## src/rtl/pesn_pkg.sv

```systemverilog
`timescale 1ns / 1ps

package pesn_pkg;

   // sequencer states
   typedef enum logic [1:0] {
      ST_IDLE,
      ST_ROUND,
      ST_DONE
   } state_type;

   localparam int unsigned ROUNDS    = 80;
   localparam int unsigned ROUND_W   = $clog2(ROUNDS);
   localparam int unsigned WIN_DEPTH = 16;
   localparam int unsigned MEID_W    = 56;
   localparam int unsigned ESN_W     = 32;

   // initial hash values
   localparam logic [31:0] H0 = 32'h67452301;
   localparam logic [31:0] H1 = 32'hEFCDAB89;
   localparam logic [31:0] H2 = 32'h98BADCFE;
   localparam logic [31:0] H3 = 32'h10325476;
   localparam logic [31:0] H4 = 32'hC3D2E1F0;

   // round constants
   localparam logic [31:0] K0 = 32'h5A827999;
   localparam logic [31:0] K1 = 32'h6ED9EBA1;
   localparam logic [31:0] K2 = 32'h8F1BBCDC;
   localparam logic [31:0] K3 = 32'hCA62C1D6;

   // fixed manufacturer code in the top byte
   localparam logic [7:0] ESN_MFR_CODE = 8'h80;

   // padding byte and message length for a 7-byte message
   localparam logic [7:0]  PAD_BYTE = 8'h80;
   localparam logic [31:0] MSG_BITS = 32'd56;

   // round function and constant for one round
   function automatic logic [63:0] round_fk(input logic [ROUND_W-1:0] t,
                                            input logic [31:0] b,
                                            input logic [31:0] c,
                                            input logic [31:0] d);
      logic [31:0] f;
      logic [31:0] k;
      begin
         priority if (t < ROUND_W'(20)) begin
            f = (b & c) | (~b & d);
            k = K0;
         end else if (t < ROUND_W'(40)) begin
            f = b ^ c ^ d;
            k = K1;
         end else if (t < ROUND_W'(60)) begin
            f = (b & c) | (b & d) | (c & d);
            k = K2;
         end else begin
            f = b ^ c ^ d;
            k = K3;
         end
         round_fk = {f, k};
      end
   endfunction

endpackage

```

## src/rtl/pseudo_esn_from_meid_core.sv

```systemverilog
`timescale 1ns / 1ps

// Pseudo-ESN from MEID: SHA-1 over the 7 MEID bytes, low 24 bits of the
// fifth digest word with 0x80 as the top byte.
//
// Request channel: a request is taken at a rising edge where start is high
// and busy is low; req_meid_value is sampled at that edge. busy stays high
// while the request is worked on.
// Result channel: rsp_strobe is high for exactly one cycle with the result on
// rsp_pseudo_esn; the receiver cannot hold it off, so it must take it then.
//
// Timing: a new request may be accepted while rsp_strobe shows the result of
// the last one, so the block does not take a new request before
// it is through with the last. The time per request is set by the single
// SHA-1 round unit (one round per cycle, 80 rounds) and then the done state,
// which forms the final digest add and loads the result register.
//
// Reset (synchronous, active high) returns the sequencer to idle and drops
// the strobe; a request in flight is discarded.

module pseudo_esn_from_meid_core (
   input  logic                          clock,
   input  logic                          reset,
   input  logic                          start,
   output logic                          busy,
   input  logic [pesn_pkg::MEID_W-1:0]   req_meid_value,
   output logic                          rsp_strobe,
   output logic [pesn_pkg::ESN_W-1:0]    rsp_pseudo_esn
);

   pesn_pkg::state_type state_ff, state_in;

   logic [pesn_pkg::ROUND_W-1:0] round_ff, round_in;
   logic [31:0] a_ff, b_ff, c_ff, d_ff, e_ff;
   logic [31:0] a_in, b_in, c_in, d_in, e_in;
   logic [31:0] win_ff [pesn_pkg::WIN_DEPTH];
   logic [31:0] win_in [pesn_pkg::WIN_DEPTH];
   logic        rsp_strobe_ff, rsp_strobe_in;
   logic [pesn_pkg::ESN_W-1:0] rsp_esn_ff, rsp_esn_in;

   logic [63:0] fk;
   logic [31:0] round_sum;
   logic [31:0] sched_word;
   logic [23:0] digest_e;
   logic        accept;

   assign accept = start && !busy;
   assign busy   = (state_ff != pesn_pkg::ST_IDLE);

   // shared round unit
   always_comb begin
      fk        = pesn_pkg::round_fk(round_ff, b_ff, c_ff, d_ff);
      round_sum = {a_ff[26:0], a_ff[31:27]} + fk[63:32] + e_ff + fk[31:0] + win_ff[0];
   end

   // next schedule word from the sliding window
   always_comb begin
      logic [31:0] x;
      x          = win_ff[13] ^ win_ff[8] ^ win_ff[2] ^ win_ff[0];
      sched_word = {x[30:0], x[31]};
   end

   // only the low 24 bits of the final digest word are kept
   assign digest_e = pesn_pkg::H4[23:0] + e_ff[23:0];

   // sequencer and datapath next values
   always_comb begin
      state_in      = state_ff;
      round_in      = round_ff;
      a_in          = a_ff;
      b_in          = b_ff;
      c_in          = c_ff;
      d_in          = d_ff;
      e_in          = e_ff;
      win_in        = win_ff;
      rsp_strobe_in = 1'b0;
      rsp_esn_in    = rsp_esn_ff;
      unique case (state_ff)
         pesn_pkg::ST_IDLE: begin
            if (accept) begin
               state_in = pesn_pkg::ST_ROUND;
               round_in = '0;
               a_in     = pesn_pkg::H0;
               b_in     = pesn_pkg::H1;
               c_in     = pesn_pkg::H2;
               d_in     = pesn_pkg::H3;
               e_in     = pesn_pkg::H4;
               for (int i = 0; i < pesn_pkg::WIN_DEPTH; i++) begin
                  win_in[i] = '0;
               end
               win_in[0] = req_meid_value[55:24];
               win_in[1] = {req_meid_value[23:0], pesn_pkg::PAD_BYTE};
               win_in[pesn_pkg::WIN_DEPTH-1] = pesn_pkg::MSG_BITS;
            end
         end
         pesn_pkg::ST_ROUND: begin
            a_in = round_sum;
            b_in = a_ff;
            c_in = {b_ff[1:0], b_ff[31:2]};
            d_in = c_ff;
            e_in = d_ff;
            for (int i = 0; i < pesn_pkg::WIN_DEPTH - 1; i++) begin
               win_in[i] = win_ff[i+1];
            end
            win_in[pesn_pkg::WIN_DEPTH-1] = sched_word;
            round_in = round_ff + 1'b1;
            if (round_ff == pesn_pkg::ROUND_W'(pesn_pkg::ROUNDS - 1)) begin
               state_in = pesn_pkg::ST_DONE;
            end
         end
         pesn_pkg::ST_DONE: begin
            rsp_strobe_in = 1'b1;
            rsp_esn_in    = {pesn_pkg::ESN_MFR_CODE, digest_e};
            state_in      = pesn_pkg::ST_IDLE;
         end
         default: begin
            state_in = pesn_pkg::ST_IDLE;
         end
      endcase
   end

   // control registers
   always_ff @(posedge clock) begin
      if (reset) begin
         state_ff      <= pesn_pkg::ST_IDLE;
         rsp_strobe_ff <= 1'b0;
      end else begin
         state_ff      <= state_in;
         rsp_strobe_ff <= rsp_strobe_in;
      end
   end

   // payload registers
   always_ff @(posedge clock) begin
      round_ff   <= round_in;
      a_ff       <= a_in;
      b_ff       <= b_in;
      c_ff       <= c_in;
      d_ff       <= d_in;
      e_ff       <= e_in;
      win_ff     <= win_in;
      rsp_esn_ff <= rsp_esn_in;
   end

   assign rsp_strobe     = rsp_strobe_ff;
   assign rsp_pseudo_esn = rsp_esn_ff;

`ifndef SYNTHESIS
   // an accepted request keeps the block busy
   assert property (@(posedge clock) disable iff (reset)
      accept |=> busy)
      else $error("busy not raised after request");

   // a result is only shown once the block is free again
   assert property (@(posedge clock) disable iff (reset)
      rsp_strobe |-> !busy)
      else $error("result strobe while busy");

   // results carry the fixed top byte
   assert property (@(posedge clock) disable iff (reset)
      rsp_strobe |-> (rsp_pseudo_esn[31:24] == pesn_pkg::ESN_MFR_CODE))
      else $error("bad manufacturer code");

   // one result per request; the strobe does not repeat back to back
   assert property (@(posedge clock) disable iff (reset)
      rsp_strobe |=> !rsp_strobe)
      else $error("result strobe longer than one cycle");
`endif

endmodule
```

## config.mk

```make
export PLATFORM = sky130hd
export DESIGN_NAME = pseudo_esn_from_meid_core
export DESIGN_NICKNAME = d
export VERILOG_FILES = /design/src/rtl/pesn_pkg.sv /design/src/rtl/pseudo_esn_from_meid_core.sv
export SDC_FILE = /design/constraint.sdc
export NUM_CORES = 1
export LEC_CHECK = 0
export BUFFER_PORTS_ARGS = -buffer_cell sky130_fd_sc_hd__buf_2
export CAP_MARGIN = 20
export CORE_ASPECT_RATIO = 0.8
export CORE_MARGIN = 4
export CORE_UTILIZATION = 50
export DETAILED_ROUTE_END_ITERATION = 10
export PLACE_DENSITY = 0.65
export SYNTH_ARGS = -nofsm -noshare
export SYNTH_HDL_FRONTEND = slang
export SYNTH_SLANG_ARGS = --single-unit
export TNS_END_PERCENT = 100
```

## constraint.sdc

```tcl
create_clock -name clock -period 112.4 [get_ports clock]
set_input_delay 16.86 -clock clock [delete_from_list [all_inputs] [get_ports clock]]
set_output_delay 16.86 -clock clock [all_outputs]
set_load 0.005 [all_outputs]
```

==> flow_summary.toml, run 1 <==
[pwr]
power_frac_seq = 0.359
p_leak_nw = 14.58
intPower_mw = 0.6172
switching_share = 0.3507
clock_power_share = 0.244
p_sw_mw = 0.3334
power_frac_comb = 0.397
power.density_nw_per_um2 = 26.08
peakVddDrop_mv = 0.02059

[synthesis]
ys_types = 69
seq_area_frac_synth = 0.6426
ys_top_cells_by_area = "edfxtp_1 64%, and2_1 8.9%, fa_1 6.8%"
synthSimpleGateAreaFrac = 0.1483
synth_edf_count = 703
synth-compound-area-share = 0.03293
synthAdderAreaFrac = 0.08628
netlist_instances = 2460
synth_top_area_cell = "edfxtp_1"
yosysWarnings = 0
async_flop_share = 0
synth_area_um2 = 32950
synth-seq-cells = 706
yosys-mux-area-fraction = 0.009456
synth_xor_area_frac = 0.04094
synth_flop_cell = "edfxtp_1"
synth_top_family_by_area = "simple AND/OR/NAND/NOR gates"
synth_top_cell_area_share = 0.6407
synth.avg_cell_area_um2 = 13.39

[clocking]
clk_pin_slew_ps = 60
clock_latency_ps = 600
cts_hold_buf = 0
cts_tree = "done"
htreeDepth = 3
cts-root-buf = "clkbuf_16"
clock-sinks = 706
cts.repair.resized = 0
cts.path.max_buffers = 3
numCtsBuffers = 72
postCtsSetupBuffers = 0

[worst_setup_path]
cp_max_fo = 196
crit_required_ps = 112620
arrival_ps = 20570
start_kind = "primary input"
end_kind = "register"
worst-setup-path-type = "in -> reg"

[drt]
drt-total-wl_mm = 60.74
drc = 0
drt_first_pass_iters = 5
wl_per_cell_um = 17.66
vias = 17587
drt-vias-per-instance = 5.114
drt_first_iter_violations = 1429
ant_nets = 0

[sta]
slew_violations = 0
tightest_slew_ps = 1175
rsz0062_at_grt = "false"
finalCriticalPeriod_ps = 20350
setup-violations-final = 0
relSlewSlack = 0.2167
tns_ps = 0
fin_ws_ps = 92050
fin_worst_skew_ps = 13.69
hold_viol = 0
fin_crit_sh = 0.1811
max_freq_ghz = 0.04914

[floorplanning]
initial_utilization = 0.5092
die_h_um = 237.6
core-area_um2 = 64700
ioPinCount = 93
die_area_um2 = 70090
die_w_um = 295.0
num_rows = 83

[finish]
final_util = 0.5635
drive_gt1_frac = 0.08578
nets = 2754
syn2layout_area_growth_pct = 10.65

[global_routing]
grt_pass1_wl_mm = 97.03
antenna_found_initial = 0
gr-total-overflow = 0
track_usage = 0.1756
grt_pass1_vias = 17497
grt_max_degree = 275

[min_path]
hp-class = "reg -> reg"

[job]
max_cap_violations = 0

[placement]
place_congestion = 0.8606
io_buffers = 84
dpl.hpwl_mm = 37.78
pre_cts_ws_ps = 91480

[run_status]
status = "finished, final reports clean"
-- cell usage in the layout (no fill, tap or decap), drive strengths merged, types with 9 or more instances in the layout --
cell type,netlist,final
o22ai,9,9
nand2b,48,48
a21o,23,23
and2,470,470
mux2i,30,30
xnor2,132,132
inv,223,224
buf,16,101
clkinv,0,33
o21ai,26,26
nand2,237,237
nor2,116,116
a21oi,39,39
ha,48,48
a221oi,17,17
xor2,22,22
nor3,12,12
clkbuf,90,86
fa,112,112
edfxtp,703,703
-- metal layers --
| layer | part of all wire | track usage | up-vias |
|---|---|---|---|
| met3 | 0.043 | 0.02737 | 92 |
| met5 | 0 | 0 | - |
| met4 | 0.023 | 0.05015 | 0 |
| met2 | 0.44 | 0.2544 | 346 |
| li1 | - | - | 8366 |
| met1 | 0.50 | 0.2763 | 8783 |
-- sequential cells by signal (all words and copies together), names as in the netlist --
signal and count:
a_ff 32, c_ff 32, rsp_pseudo_esn 24, win_ff 512, state_ff 2, round_ff 7
d_ff 32, e_ff 32, rsp_strobe 1, b_ff 32
-- layout make-up --
class	instances	area [um^2]
Fill cell	5211	28240
Sequential cell	706	21170
Multi-Input combinational cell	1431	10540
Clock buffer	86	1897
Tap cell	850	1064
Inverter	223	837.1
Timing Repair Buffer	101	585.6
Clock inverter	41	364.1
Antenna cell	1	2.502
-- Yosys cell counts (4+ instances only) --
master and count:
xor2_1 22, clkbuf_1 89, mux2i_1 30, nand3_1 8
inv_1 223, and3_1 4, fa_1 112, nor2_1 116
a221oi_1 16, o22ai_1 9, o21ai_0 18, and2_1 469
xnor2_1 132, nand2_1 236, a21o_1 21, nand2b_1 48
nor2b_1 8, buf_4 8, a21oi_1 39, ha_1 48
edfxtp_1 703, nor3_1 12, o21ai_1 5
-- power groups by stage --
stage	clock network, mW	logic [mW]	registers [mW]
global route	0.249	0.425	0.344
detailed placement	0	0.371	0.347
global placement	0	0.364	0.346
CTS	0.238	0.374	0.342
finish	0.232	0.378	0.341
floorplan	0	0.295	0.357
-- logic make-up (layout without fill, tap and decap cells) --
| group | Yosys count | in the layout |
|---|---|---|
| compound gates | 155 | 155 |
| xor+xnor | 154 | 154 |
| fa+ha+maj | 160 | 160 |
| buf+inv | 329 | 451 |
| flops | 706 | 706 |
| mux | 31 | 31 |
| other cells | 2 | 9 |
| simple gates | 923 | 923 |
-- path summary, 6_finish.rpt --
check | from | end | slack [ps] | cells after the start
max reg2reg | round_ff[4]$_SDFFCE_PN0P_ | a_ff[25]$_SDFFCE_PN1P_ | 106410 | 18
max | start | d_ff[11]$_SDFFCE_PN0P_ | 92050 | 7
min reg2reg | e_ff[2]$_SDFFCE_PN0P_ | rsp_pseudo_esn[2]$_DFFE_PP_ | 460 | 0
min | e_ff[2]$_SDFFCE_PN0P_ | rsp_pseudo_esn[2]$_DFFE_PP_ | 460 | 0
-- stage by stage --
step,hold WS (ps),power [mW],instance area (um^2),cells
floorplan,426.4,0.6517,32970,2466
CTS,464.2,0.9540,36450,3438
detailed placement,445.7,0.7176,34190,3311
global route,495.7,1.018,36450,3438
finish,460.6,0.9506,36460,3439
global placement,449.5,0.7105,34190,3311
-- worst max-delay path, cell delays in order --
cell and delay, ps:
buf_2 80, nor2_1 60, nor2_4 90, buf_4 640, buf_12 710, buf_4 980
buf_4 750
(Power assumes the default switching activity.)
==> inputs of run 2 (changes only) <==
Clock period 112.4 ns to 19.37 ns, I/O delays scaled along.
==> flow_summary.toml, run 2 (synthesized netlist as in run 1, its figures left out) <==
[global_routing]
grt_pass1_wl_mm = 98.49
grt_most_used_layer = "met1"
grt_pass1_vias = 17818
grt_max_degree = 277
grt_util_met3 = 0.03045
gr-total-overflow = 0
grtUsageMet2 = 0.2550
antenna_found_initial = 1
track_usage = 0.1774
gr-usage-met1 = 0.2771

[finish]
syn2layout_area_growth_pct = 10.73
final_cell_mix = "703 x edfxtp_1, 469 x and2_1, 236 x nand2_1, 223 x inv_1, 132 x xnor2_1"
antenna_cells = 0
largest_reg_flops = 512
fill_cells = 5258
final_common_cell = "edfxtp_1"
nets = 2755
drive_gt1_frac = 0.08603
largest-register = "win_ff"

[sta]
hold_viol = 0
tightest_slew_ps = 1139
fin_worst_skew_ps = 21.99
worst_hold_slack_ps = 467.0
fin_crit_sh = 0.2991
finalCriticalPeriod_ps = 5794
slew_violations = 0
tns_ps = 0
max_freq_ghz = 0.1726
relSlewSlack = 0.2409
rsz0062_at_grt = "false"
setup-violations-final = 0

[drt]
vias = 17637
drt-vias-per-instance = 5.124
drt-total-wl_mm = 60.77
ant_nets = 0
wl_per_cell_um = 17.65
drc = 0
drt_first_pass_iters = 6
drt_first_iter_violations = 1528

[job]
max_cap_violations = 0

[floorplanning]
initial_utilization = 0.5092
die_w_um = 295.0
ioPinCount = 93
die_area_um2 = 70090
die_h_um = 237.6
core-area_um2 = 64700
num_rows = 83

[clocking]
clock-sinks = 706
cts_tree = "done"
postCtsSetupBuffers = 0
cts.repair.resized = 0
cts-root-buf = "clkbuf_16"
numCtsBuffers = 73
clk_pin_slew_ps = 60
htreeDepth = 3
cts_hold_buf = 0
cts.path.max_buffers = 3
clock_latency_ps = 610

[worst_setup_path]
cp_max_fo = 19
crit_required_ps = 19680
critPathLaunch = "round_ff[4]$_SDFFCE_PN0P_"
rr_startpoint = "round_ff[4]$_SDFFCE_PN0P_"
cp_cell_sequence = "and3_1 > or3_1 > buf_4 > nand2_2 > inv_1 > buf_4 > a221o_1 > fa_1 > ha_1 > ha_1 > a21o_2 > or3_1 > a221oi_2 > a21bo_1 > a21boi_1 > o21ai_1 > xnor2_1 > nand2_1"
arrival_ps = 6100
worst-setup-path-type = "reg -> reg"
slowest_delay_ps = 500
start_kind = "register"
end_kind = "register"
cp_slowest_cell = "edfxtp_1"

[min_path]
hold_start = "e_ff[3]$_SDFFCE_PN0P_"
hp-class = "reg -> reg"

[placement]
place_congestion = 0.8671
dpl.hpwl_mm = 38.06
io_buffers = 84

[pwr]
power_frac_comb = 0.396
clock_power_share = 0.244
peakVddDrop_mv = 0.1402
power.density_nw_per_um2 = 151.3
intPower_mw = 3.574
p_leak_nw = 14.59
power_frac_seq = 0.360
switching_share = 0.3525
p_sw_mw = 1.945

[run_status]
status = "finished, final reports clean"
run 2: critical path: cells and delay by family (launching register included):
kind	cells	cell delay, ps
and+or+nand+nor	5	1440
AOI/OAI and AO/OA	6	1360
adders and majority gates	3	1120
buffers and inverters	3	860
DFF	1	500
xor gates and xnor gates	1	180
run 2: worst paths after layout:
kind | endpoint | slack [ps] | cells after the start
worst max-delay path | a_ff[25]$_SDFFCE_PN1P_ | 13580 | 18
worst min-delay path | rsp_pseudo_esn[3]$_DFFE_PP_ | 470 | 0
worst min register to register | rsp_pseudo_esn[3]$_DFFE_PP_ | 470 | 0
worst max register to register | a_ff[25]$_SDFFCE_PN1P_ | 13580 | 18
run 2: cell type report:
class / count / area [um^2] / share of cell area
inverter: 223 / 837.1 / 0.02294
tap: 850 / 1064 / 0.02915
clock buffer: 91 / 1936 / 0.05306
clock inverter: 40 / 334.1 / 0.009157
multi-input combinational: 1431 / 10540 / 0.2888
sequential: 706 / 21170 / 0.5803
timing repair buffer: 101 / 605.6 / 0.01660
run 2: power by group through the flow:
stage,Sequential [mW],Clock (mW),Combinational (mW)
after floorplan,2.01,0,1.71
after global placement,2.01,0,2.11
after detailed placement,2.01,0,2.15
after CTS,1.99,1.39,2.18
after global routing,2.00,1.45,2.47
final,1.99,1.35,2.19
run 2: stage by stage:
stage	utilization	cell area, um^2	power [mW]	instances	setup WS, ps
finish	0.5639	36480	5.519	3442	13580
global route	0.5639	36480	5.918	3442	13310
CTS	0.5634	36450	5.548	3441	13580
detailed placement	0.5284	34180	4.169	3310	13240
global placement	0.5284	34180	4.125	3310	13320
floorplan	-	32980	3.719	2466	5957
run 2: per-layer routing:
metal  share of wire  vias up
met3           0.048       98
met4           0.026        0
met2            0.43      373
li1                -     8385
met1            0.49     8781
met5               0        -
